File: config.mk
export PLATFORM = sky130hd
export DESIGN_NAME = hole_fit_allocator
export DESIGN_NICKNAME = d
export VERILOG_FILES = /design/src/rtl/hfa_pkg.sv /design/src/rtl/hfa_pick.sv /design/src/rtl/hole_fit_allocator.sv
export VERILOG_INCLUDE_DIRS = /design/src /design/src/rtl
export SDC_FILE = /design/constraint.sdc
export NUM_CORES = 1
export LEC_CHECK = 0
export CORE_UTILIZATION = 25
export DETAILED_ROUTE_END_ITERATION = 8
export DONT_BUFFER_PORTS = 1
export SETUP_SLACK_MARGIN = 0.3
export SLEW_MARGIN = 0
export SYNTH_ARGS = -nofsm -noshare
export SYNTH_HDL_FRONTEND = slang
export SYNTH_SLANG_ARGS = --single-unit
File: constraint.sdc
create_clock -name clk -period 11.27 [get_ports clk]
set_clock_uncertainty 0.15 [all_clocks]
set_input_delay 3.381 -clock clk [delete_from_list [all_inputs] [get_ports clk]]
set_output_delay 3.381 -clock clk [all_outputs]
set_load 0.01 [all_outputs]
File: src/rtl/assert_macros.svh
// assertion helpers, sampled on clk with synchronous reset active low
`ifndef ASSERT_MACROS_SVH
`define ASSERT_MACROS_SVH

// condition must hold on every cycle out of reset
`define HFA_ASSERT_ALWAYS(label, cond, msg) \
  label: assert property (@(posedge clk) disable iff (!rst_n) (cond)) \
    else $error(msg);

// consequent must hold in the cycle after the antecedent
`define HFA_ASSERT_NEXT(label, ante, cons, msg) \
  label: assert property (@(posedge clk) disable iff (!rst_n) (ante) |=> (cons)) \
    else $error(msg);

`endif

File: src/rtl/hfa_pkg.sv
package hfa_pkg;

  localparam int AMOUNT_W    = 16;
  localparam int HOLE_W      = 4;
  localparam int POLICY_W    = 2;
  localparam int HOLES_CFG_W = 5;
  localparam int CFG_DATA_W  = 5;
  localparam int CFG_INDEX_W = 1;

  typedef logic [POLICY_W-1:0] fit_policy_t;

  localparam fit_policy_t POL_FIRST = 2'd0;
  localparam fit_policy_t POL_BEST  = 2'd1;
  localparam fit_policy_t POL_WORST = 2'd2;

  localparam logic [CFG_INDEX_W-1:0] CFG_FIT_POLICY   = 1'd0;
  localparam logic [CFG_INDEX_W-1:0] CFG_HOLES_IN_USE = 1'd1;

  localparam logic [HOLES_CFG_W-1:0] HOLES_RESET = 5'd16;

  localparam logic KIND_LOAD    = 1'b0;
  localparam logic KIND_REQUEST = 1'b1;

  // control from the sequencer to the candidate tracker
  typedef struct packed {
    logic        clear;
    logic        en;
    fit_policy_t policy;
  } pick_ctl_t;

endpackage

File: src/rtl/hfa_pick.sv
module hfa_pick import hfa_pkg::*; #(
  parameter int IDX_W     = 4,
  parameter int SIZE_BITS = 16
) (
  input  logic                 clk,
  input  logic                 rst_n,
  input  pick_ctl_t            ctl,
  input  logic [SIZE_BITS-1:0] req_size,
  input  logic [SIZE_BITS-1:0] cand_size,
  input  logic [IDX_W-1:0]     cand_idx,
  output logic                 found,
  output logic [IDX_W-1:0]     pick_idx,
  output logic [SIZE_BITS-1:0] pick_size
);

  logic                 found_r, found_nxt;
  logic [IDX_W-1:0]     pick_idx_r;
  logic [SIZE_BITS-1:0] pick_size_r;
  logic                 fits;
  logic                 take;

  assign fits = (req_size <= cand_size);

  // lower index wins a tie, so only a strict improvement replaces the pick
  always_comb begin
    take = 1'b0;
    if (ctl.en && fits) begin
      if (!found_r) begin
        take = 1'b1;
      end else begin
        case (ctl.policy)
          POL_BEST:  take = (cand_size < pick_size_r);
          POL_WORST: take = (cand_size > pick_size_r);
          default:   take = 1'b0;
        endcase
      end
    end
  end

  always_comb begin
    found_nxt = found_r;
    if (ctl.clear) begin
      found_nxt = 1'b0;
    end else if (take) begin
      found_nxt = 1'b1;
    end
  end

  always_ff @(posedge clk) begin
    if (!rst_n) begin
      found_r <= 1'b0;
    end else begin
      found_r <= found_nxt;
    end
  end

  always_ff @(posedge clk) begin
    if (!ctl.clear && take) begin
      pick_idx_r  <= cand_idx;
      pick_size_r <= cand_size;
    end
  end

  assign found     = found_r;
  assign pick_idx  = pick_idx_r;
  assign pick_size = pick_size_r;

endmodule

File: src/rtl/hole_fit_allocator.sv
// channel   ports                                                  transfer when
// -------   -----------------------------------------------------  --------------------------
// input     in_kind, in_hole_index, in_amount                      start && !busy
// result    out_answers_request, out_granted, out_chosen_hole,     out_strobe (one cycle)
//           out_space_left
// config    cfg_we, cfg_index, cfg_wdata                           cfg_we
//
// a load writes the table in the cycle it is taken; its result strobes the next cycle
// and busy stays low, so another item may follow at once.
// a request scans n = min(holes_in_use, HOLE_COUNT) entries, one memory read per cycle,
// then drains the read, then writes back; busy stays high through the write-back, and the
// result is registered from the write-back state.
// with n = 0 the scan and drain are skipped and the request goes straight to write-back.
// reset is synchronous: table reads as zero through per-entry valid bits, no clearing pass.
// results cannot be stalled; each strobe lasts exactly one cycle.
`include "assert_macros.svh"

module hole_fit_allocator import hfa_pkg::*; #(
  parameter int HOLE_COUNT = 16,
  parameter int SIZE_BITS  = 16
) (
  input  logic                   clk,
  input  logic                   rst_n,
  input  logic                   start,
  output logic                   busy,
  input  logic                   in_kind,
  input  logic [HOLE_W-1:0]      in_hole_index,
  input  logic [AMOUNT_W-1:0]    in_amount,
  output logic                   out_strobe,
  output logic                   out_answers_request,
  output logic                   out_granted,
  output logic [HOLE_W-1:0]      out_chosen_hole,
  output logic [AMOUNT_W-1:0]    out_space_left,
  input  logic                   cfg_we,
  input  logic [CFG_INDEX_W-1:0] cfg_index,
  input  logic [CFG_DATA_W-1:0]  cfg_wdata
);

  localparam int IDX_W = (HOLE_COUNT > 1) ? $clog2(HOLE_COUNT) : 1;
  localparam int CNT_W = $clog2(HOLE_COUNT + 1);

  typedef enum logic [3:0] {
    S_IDLE   = 4'b0001,
    S_SCAN   = 4'b0010,
    S_DRAIN  = 4'b0100,
    S_COMMIT = 4'b1000
  } state_t;

  state_t state_r, state_nxt;

  fit_policy_t             policy_r;
  logic [HOLES_CFG_W-1:0]  holes_r;

  logic [CNT_W-1:0]        rd_idx_r, rd_idx_nxt;
  logic [CNT_W-1:0]        lim_r, lim_nxt;
  logic [CNT_W-1:0]        lim_cfg;
  logic [SIZE_BITS-1:0]    amt_r;
  logic [SIZE_BITS-1:0]    in_amt;

  logic [SIZE_BITS-1:0]    mem [HOLE_COUNT];
  logic [HOLE_COUNT-1:0]   valid_r;
  logic [SIZE_BITS-1:0]    rd_data_r;
  logic                    rd_valid_r;
  logic                    cmp_en_r;
  logic [IDX_W-1:0]        cmp_idx_r;
  logic [IDX_W-1:0]        rd_addr;

  logic                    mem_we;
  logic [IDX_W-1:0]        mem_waddr;
  logic [SIZE_BITS-1:0]    mem_wdata;

  logic                    accept;
  logic                    load_go;
  logic                    load_in_range;
  logic                    req_go;

  pick_ctl_t               pick_ctl;
  logic                    found;
  logic [IDX_W-1:0]        pick_idx;
  logic [SIZE_BITS-1:0]    pick_size;
  logic [SIZE_BITS-1:0]    cand_size;
  logic [SIZE_BITS-1:0]    shrunk;

  logic                    out_strobe_r;
  logic                    out_req_r;
  logic                    out_granted_r;
  logic [HOLE_W-1:0]       out_hole_r;
  logic [AMOUNT_W-1:0]     out_left_r;

  assign busy          = (state_r != S_IDLE);
  assign accept        = start && (state_r == S_IDLE);
  assign load_go       = accept && (in_kind == KIND_LOAD);
  assign req_go        = accept && (in_kind == KIND_REQUEST);
  assign load_in_range = (32'(in_hole_index) < 32'(HOLE_COUNT));
  assign in_amt        = SIZE_BITS'(in_amount);

  // search length saturates at the table depth
  assign lim_cfg = (32'(holes_r) > 32'(HOLE_COUNT)) ? CNT_W'(HOLE_COUNT) : CNT_W'(holes_r);

  // configuration registers
  always_ff @(posedge clk) begin
    if (!rst_n) begin
      policy_r <= POL_FIRST;
      holes_r  <= HOLES_RESET;
    end else if (cfg_we) begin
      unique case (cfg_index)
        CFG_FIT_POLICY:   policy_r <= cfg_wdata[POLICY_W-1:0];
        CFG_HOLES_IN_USE: holes_r  <= cfg_wdata[HOLES_CFG_W-1:0];
        default: ;
      endcase
    end
  end

  // sequencer
  always_comb begin
    state_nxt  = state_r;
    rd_idx_nxt = rd_idx_r;
    lim_nxt    = lim_r;
    unique case (state_r)
      S_IDLE: begin
        if (req_go) begin
          lim_nxt    = lim_cfg;
          rd_idx_nxt = '0;
          state_nxt  = (lim_cfg == '0) ? S_COMMIT : S_SCAN;
        end
      end
      S_SCAN: begin
        rd_idx_nxt = rd_idx_r + CNT_W'(1);
        if (rd_idx_r == lim_r - CNT_W'(1)) begin
          state_nxt = S_DRAIN;
        end
      end
      S_DRAIN:  state_nxt = S_COMMIT;
      S_COMMIT: state_nxt = S_IDLE;
      default:  state_nxt = S_IDLE;
    endcase
  end

  always_ff @(posedge clk) begin
    if (!rst_n) begin
      state_r  <= S_IDLE;
      rd_idx_r <= '0;
      lim_r    <= '0;
      cmp_en_r <= 1'b0;
    end else begin
      state_r  <= state_nxt;
      rd_idx_r <= rd_idx_nxt;
      lim_r    <= lim_nxt;
      cmp_en_r <= (state_r == S_SCAN);
    end
  end

  always_ff @(posedge clk) begin
    if (req_go) begin
      amt_r <= in_amt;
    end
  end

  // table memory: one write port, one registered read port
  assign rd_addr = rd_idx_r[IDX_W-1:0];
  assign shrunk  = pick_size - amt_r;

  always_comb begin
    mem_we    = 1'b0;
    mem_waddr = IDX_W'(in_hole_index);
    mem_wdata = in_amt;
    if (load_go && load_in_range) begin
      mem_we = 1'b1;
    end else if ((state_r == S_COMMIT) && found) begin
      mem_we    = 1'b1;
      mem_waddr = pick_idx;
      mem_wdata = shrunk;
    end
  end

  always_ff @(posedge clk) begin
    if (mem_we) begin
      mem[mem_waddr] <= mem_wdata;
    end
    rd_data_r <= mem[rd_addr];
  end

  always_ff @(posedge clk) begin
    if (!rst_n) begin
      valid_r <= '0;
    end else if (mem_we) begin
      valid_r[mem_waddr] <= 1'b1;
    end
  end

  always_ff @(posedge clk) begin
    rd_valid_r <= valid_r[rd_addr];
    cmp_idx_r  <= rd_addr;
  end

  // never-written entries read as zero
  assign cand_size = rd_valid_r ? rd_data_r : '0;

  assign pick_ctl.clear  = req_go;
  assign pick_ctl.en     = cmp_en_r;
  assign pick_ctl.policy = policy_r;

  hfa_pick #(
    .IDX_W     (IDX_W),
    .SIZE_BITS (SIZE_BITS)
  ) u_pick (
    .clk       (clk),
    .rst_n     (rst_n),
    .ctl       (pick_ctl),
    .req_size  (amt_r),
    .cand_size (cand_size),
    .cand_idx  (cmp_idx_r),
    .found     (found),
    .pick_idx  (pick_idx),
    .pick_size (pick_size)
  );

  // result register
  always_ff @(posedge clk) begin
    if (!rst_n) begin
      out_strobe_r <= 1'b0;
    end else begin
      out_strobe_r <= load_go || (state_r == S_COMMIT);
    end
  end

  always_ff @(posedge clk) begin
    if (load_go) begin
      out_req_r     <= 1'b0;
      out_granted_r <= 1'b0;
      out_hole_r    <= in_hole_index;
      out_left_r    <= load_in_range ? AMOUNT_W'(in_amt) : '0;
    end else if (state_r == S_COMMIT) begin
      out_req_r     <= 1'b1;
      out_granted_r <= found;
      out_hole_r    <= found ? HOLE_W'(pick_idx) : '0;
      out_left_r    <= found ? AMOUNT_W'(shrunk) : '0;
    end
  end

  assign out_strobe          = out_strobe_r;
  assign out_answers_request = out_req_r;
  assign out_granted         = out_granted_r;
  assign out_chosen_hole     = out_hole_r;
  assign out_space_left      = out_left_r;

  `HFA_ASSERT_NEXT(a_req_goes_busy, req_go, busy, "request transfer did not raise busy")
  `HFA_ASSERT_NEXT(a_commit_strobes, (state_r == S_COMMIT),
                   (out_strobe && out_answers_request), "commit gave no request result")
  `HFA_ASSERT_ALWAYS(a_scan_in_range, ((state_r != S_SCAN) || (rd_idx_r < lim_r)),
                     "scan index ran past search length")
  `HFA_ASSERT_ALWAYS(a_grant_is_request, (!out_strobe || !out_granted || out_answers_request),
                     "grant flagged on a load result")

endmodule

# [Word level (Yosys, flattened, before mapping)]
# Memory sizes are Yosys's and may differ from the RTL's. A register that Yosys moved wholly into a read port is not among the register bits.
# Index checks and enable logic that the tools add are counted.
[totals] ff_bits=103 latchBits=0 rom_bits=0 memories=1 mem_bits_rw=256
[memory_table] name="mem" depth=16 word_bits=16 read_ports=1 rd_clocked_by_memory_dff=1 write_ports=1 line="hole_fit_allocator.sv:60" source="logic [SIZE_BITS-1:0] mem [HOLE_COUNT];"
[classes] order_cmp=7 muxes=29 n_div=0 n_addsub=3 multipliers=0 n_eq_ne=10 bitwise_logic=4 n_shift=0 n_reduce_logical=18
[ops] operator="$mux 16" n=6
[ops] operator="$mux 4" n=8
[ops] operator="$gt 16x16->1" n=1
[ops] operator="$le 16x16->1" n=1
[ops] operator="$lt 16x16->1" n=1
[ops] operator="$or 16x16->16" n=1
[ops] operator="$sub 16x16->16" n=1
[ops] operator="$pmux 4 s3" n=1
[ops] operator="$lt 4x5->1 const B" n=2
[ops] operator="$mux 5" n=2
[ops] operator="$pmux 5 s2" n=1
[ops] operator="$reduce_and 2->1" n=5
[ops] operator="$mux 1" n=8
[ops] operator="$logic_and 1x1->1" n=7
[ops] operator="$add 5x1->5 const B" n=1
[ops] operator="$eq 5x5->1" n=1
[ops] operator="$gt 5x5->1 const B" n=1
[ops] operator="$logic_not 5->1" n=1
[ops] operator="$sub 5x1->5 const B" n=1
[ops] operator="$bmux 1 s4" n=1
[ops] operator="$demux 1 s4" n=1
[ops] operator="$eq 4x1->1 const B" n=1
[ops] operator="$eq 4x2->1 const B" n=1
[ops] operator="$eq 4x3->1 const B" n=1
[ops] operator="12 further kinds" n=16

# [Longest topological paths before layout]
[depth] word_depth=9 depth_mapped=11

# [Modules after synthesis]
# A second synthesis with hierarchy kept.
[hier_totals] cells_unflattened=979 area_unflattened_um2=15815.2
[modules_own_cells] module="hole_fit_allocator" seq_area_each_um2=10009.6 area_per_inst_um2=14290.0 n_inst=1 cells_each=832
[modules_own_cells] module="hfa_pick" seq_area_each_um2=620.6 area_per_inst_um2=1525.2 n_inst=1 cells_each=147

# [Worst setup path before layout]
# OpenSTA, ideal clock, no wires.
[synth_timing] path_kind="input to register" from="in in_kind" to="reg u_pick.pick_idx_r[0], in the netlist u_pick.pick_idx[0] (enable)" path_stages=4 arrival_time_ns=6.042 required_ns=10.685 path_buffers=1 setup_slack_ns=4.643 setup_ns=0.435 path_cell_list="nand3_1 > clkbuf_1 > clkinv_1 > a311oi_1"
[synth_via] elab_chain_len=3
[synth_lines] item="start, declared" line="hole_fit_allocator.sv:26" source="input logic in_kind,"
[synth_lines] item="$logic_and 1x1->1" line="hole_fit_allocator.sv:93" source="assign req_go = accept && (in_kind == KIND_REQUEST);"
[synth_lines] item="via req_go" line="hole_fit_allocator.sv:75" source="logic req_go;"
[synth_lines] item="$logic_not 1->1" line="hfa_pick.sv:58" source="if (!ctl.clear && take) begin"
[synth_lines] item="$logic_and 1x1->1" line="hfa_pick.sv:58"
[synth_lines] item="end signal, assigned" line="hfa_pick.sv:59" source="pick_idx_r <= cand_idx;"
[synth_lines] item="end, declared" line="hfa_pick.sv:17" source="logic [IDX_W-1:0] pick_idx_r;"
# The timed path passes the listed nets, and every way through them passes these cells.
# A chain may end at the register's enable or synchronous reset.

# [Final worst setup path]
[layout_timing] from="in in_kind" to="mem mem[11][12] (enable)"
[layout_via] elab_chain_len=5 word_cells_on_any_way=6 cone_classes="mux (4); bitwise (1); reduce/logical (1)"
[layout_lines] item="$not 1->1 *" line="hole_fit_allocator.sv:92" source="assign load_go = accept && (in_kind == KIND_LOAD);"
[layout_lines] item="$logic_and 1x1->1 *" line="hole_fit_allocator.sv:92"
[layout_lines] item="$mux 1" line="hole_fit_allocator.sv:167" source="if (load_go && load_in_range) begin"
[layout_lines] item="$mux 1" line="hole_fit_allocator.sv:177" source="if (mem_we) begin"
[layout_lines] item="$mux 1 (not written as such)" line="hole_fit_allocator.sv:178" source="mem[mem_waddr] <= mem_wdata;"
[layout_lines] item="end, declared" line="hole_fit_allocator.sv:60"
# Mark *: on every way between the ends. The rest lies on a longest branch, timed or not.

==> out/metrics.csv <==
stage;metric;value;unit
outcome;status;finished clean;
grt;Tot GR Track Use;0.109;
synth;number of distinct library cells after synthesis;63;
layout;ant diodes;0;
critical_path;FF-to-FF setup slack;7.26;ns
layout;share of cells above drive strength 1;0.177;
sta;Slew HR;0.236;
critical_path;WP data required;11.28;ns
drt;DR vias;8434;
critical_path;r2r startpoint;rd_valid_r;
critical_path;critical path type;input port to register;
sta;Total Neg Setup Slack;0;ns
place;dpl cell area;16800;um^2
grt;pin count of the biggest net entering global routing;73;
hold_path;min-delay src;cmp_idx_r[0];
sta;final hold slack;0.252;ns
drt;Avg WL per Cell;18.5;um
synth;main flop type after synthesis;edfxtp_1;
synth;number of flops mapped to enable cells by yosys;312;
pwr;P per Cell Area;161;nW/um^2
floorplan;die area;64000;um^2
drt;router iterations before antenna repair;5;
pwr;Leak;5.91;nW
clocking;H-tree depth;2;
sta;fmax;191;MHz
critical_path;WP data arrival;5.25;ns
clocking;post_cts resized;0;
drt;DRC;0;
hold_path;Min-Delay Endpoint;u_pick.pick_idx[0];
layout;highest-count cells in the layout ignoring fill and taps;312 x edfxtp_1, 88 x nand2_1, 85 x mux4_2;
floorplan;Die H;253;um
clocking;clock sink count;375;
place;DP HPWL;23.7;mm
critical_path;critical-path cell list;nor3b_4 -> buf_4 -> nand2_1 -> o21a_1 -> nor2_2;
sta;Final Hold Viols;0;
grt;initial antenna violation count;0;
synth;#FFs+latches synth;375;
sta;Final period util;0.466;
synth;asr flop ratio synth;0;
clocking;Worst-path clk slew;0.06;ns
drt;First DRT Iteration DRCs;576;
sta;Tightest Pin Transition;1.15;ns
critical_path;max incr delay on CP;0.82;ns
floorplan;Starting Density;0.254;
synth;yosys synthesis warning count;0;
clocking;CTS Buf Count;40;
job;MaxCap Viol Count;0;
synth;Gate Count Post-Synth;982;
floorplan;# IOs;55;
floorplan;row count;91;
critical_path;Critical-path top delay cell;nor2_2;
drt;antenna viol nets, final;0;
hold_path;worst hold path type;register to register;
pwr;Peak VDD IR;0.0000877;V
critical_path;crit-path max FO;36;
critical_path;Worst setup EP type;register;
clocking;clk buf depth;3;
hold_path;hold depth;0;
clocking;clock tree from TritonCTS;yes;
sta;Final Critical Period;5.25;ns
layout;NumNets Final;1078;
place;gpl congestion;0.851;
layout;Design Area, Final;18000;um^2
synth;Synth Area per Inst;16.0;um^2
synth;Seq/Total Area, Yosys;0.675;
grt;vias in the first global route;8520;
sta;RSZ-0062 raised after global routing;false;
layout;commonest non-fill, non-tap cell in the layout;edfxtp_1;
synth;Synthesized Nets;1063;
sta;Final Max Tran Viols;0;
clocking;worst skew pair latency;0.55;ns
critical_path;CP Launch Type;input port;
drt;Vias/cell;4.52;
floorplan;die width;253;um
grt;global-route wire length before repair;52.6;mm
clocking;Post-CTS Setup Bufs;0;
layout;Core Util, Final;0.291;
place;# placed instances;1792;
layout;final cell count without fillers;1864;
synth;Post-Syn Area;15700;um^2
layout;synth-to-layout area growth;14.6;%
place;Port-buffer cells;0;
critical_path;R2R cell count;9;
floorplan;Core ar.;61900;um^2
clocking;hold-fix buffers at CTS;0;
clocking;Root Driver;clkbuf_16;
sta;final-report setup violation count;0;
drt;Routed WL;34.5;mm
grt;remaining global-route overflow;0;
critical_path;R2R Path End;u_pick.pick_idx[3];
[power breakdown]
| part | total, W | internal [W] | leakage, nW | switching (W) |
|---|---|---|---|---|
| registers | 0.00153 | 0.00152 | 3.38 | 0.0000132 |
| logic | 0.0000997 | 0.0000342 | 1.92 | 0.0000655 |
| clock network | 0.00127 | 0.000742 | 0.615 | 0.000531 |
[through the flow]
stage	total power (W)	setup WS, ns
final	0.00291	6.02
after floorplan	0.00163	4.64
after global placement	0.00166	5.42
after global routing	0.00300	5.88
after CTS	0.00294	5.95
after detailed placement	0.00166	5.38
[per-layer routing]
metal | track usage | wire, um | part of all wire
met1 | 0.157 | 16000 | 0.46
met2 | 0.168 | 15700 | 0.46
met3 | 0.0201 | 2020 | 0.059
met4 | 0.0313 | 670 | 0.019
met5 | 0 | 0 | 0
[registers in the layout, summed over array words and instances, names as in the netlist, 16 cells and up]
name,cells
mem,256
amt_r,16
u_pick.pick_size,16
out_space_left,16
valid_r,16
rd_data_r,16
[synth_stat cells (all sizes together), types with 2 or more instances]
master | count | area, um^2
nand3b | 6 | 45.0
a21boi | 13 | 97.6
a22o | 8 | 70.1
and4 | 2 | 17.5
nor4b | 2 | 38.8
inv | 61 | 229
nand2 | 88 | 330
clkbuf | 25 | 93.8
a211oi | 3 | 22.5
a31oi | 10 | 62.6
nor2 | 41 | 154
nor2b | 5 | 31.3
buf | 12 | 55.1
nand2b | 5 | 31.3
nor3 | 9 | 45.0
dfxtp | 63 | 1260
and2 | 5 | 31.3
nor3b | 3 | 33.8
xnor2 | 8 | 70.1
o31ai | 8 | 60.1
mux2 | 7 | 78.8
or3 | 2 | 12.5
clkinv | 2 | 7.51
nand3 | 20 | 100
o21ai | 28 | 140
edfxtp | 312 | 9370
a21oi | 26 | 130
xor2 | 6 | 52.6
a221o | 2 | 20.0
ha | 49 | 613
o211ai | 2 | 15.0
o21a | 24 | 180
a21o | 6 | 45.0
mux4 | 85 | 1910
nand4 | 2 | 12.5
o21bai | 2 | 15.0
and3 | 6 | 37.5
o41ai | 3 | 26.3
[worst max path at each step]
stage / from / end / slack (ns)
finish: in_kind / mem[11][12] / 6.02
global route: in_kind / mem[11][12] / 5.88
CTS: in_kind / mem[10][13] / 5.95
detailed placement: in_kind / mem[10][9] / 5.38
global placement: in_kind / mem[10][8] / 5.42
floorplan: in_kind / u_pick.pick_idx[0] / 4.64
[cells by family (layout without fill, tap and decap cells)]
group,Yosys count,after routing,share of synthesized area
DFF,375,375,0.675
and+or+nand+nor,202,202,0.0615
AOI/OAI and AO/OA,148,148,0.0635
buffers and inverters,100,145,0.0245
muxes,93,93,0.127
adders and majority gates,50,50,0.0402
xor gates and xnor gates,14,14,0.00779
[area by class of cell]
cell class | count | area (um^2)
fillers | 6174 | 43900
multi-input cells | 507 | 4780
inverters | 63 | 236
flip-flops and latches | 375 | 10600
repair buffers | 10 | 75.1
clock inverters | 19 | 198
well taps | 837 | 1050
clock buffers | 53 | 1070
[worst max-delay path, delay by kind of cell]
family | cells | cell delay (ns)
buffers and inverters | 1 | 0.39
AO/OA/AOI/OAI | 1 | 0.30
AND/OR/NAND/NOR | 3 | 1.15
Note: power is estimated with default switching activity, not from simulation.
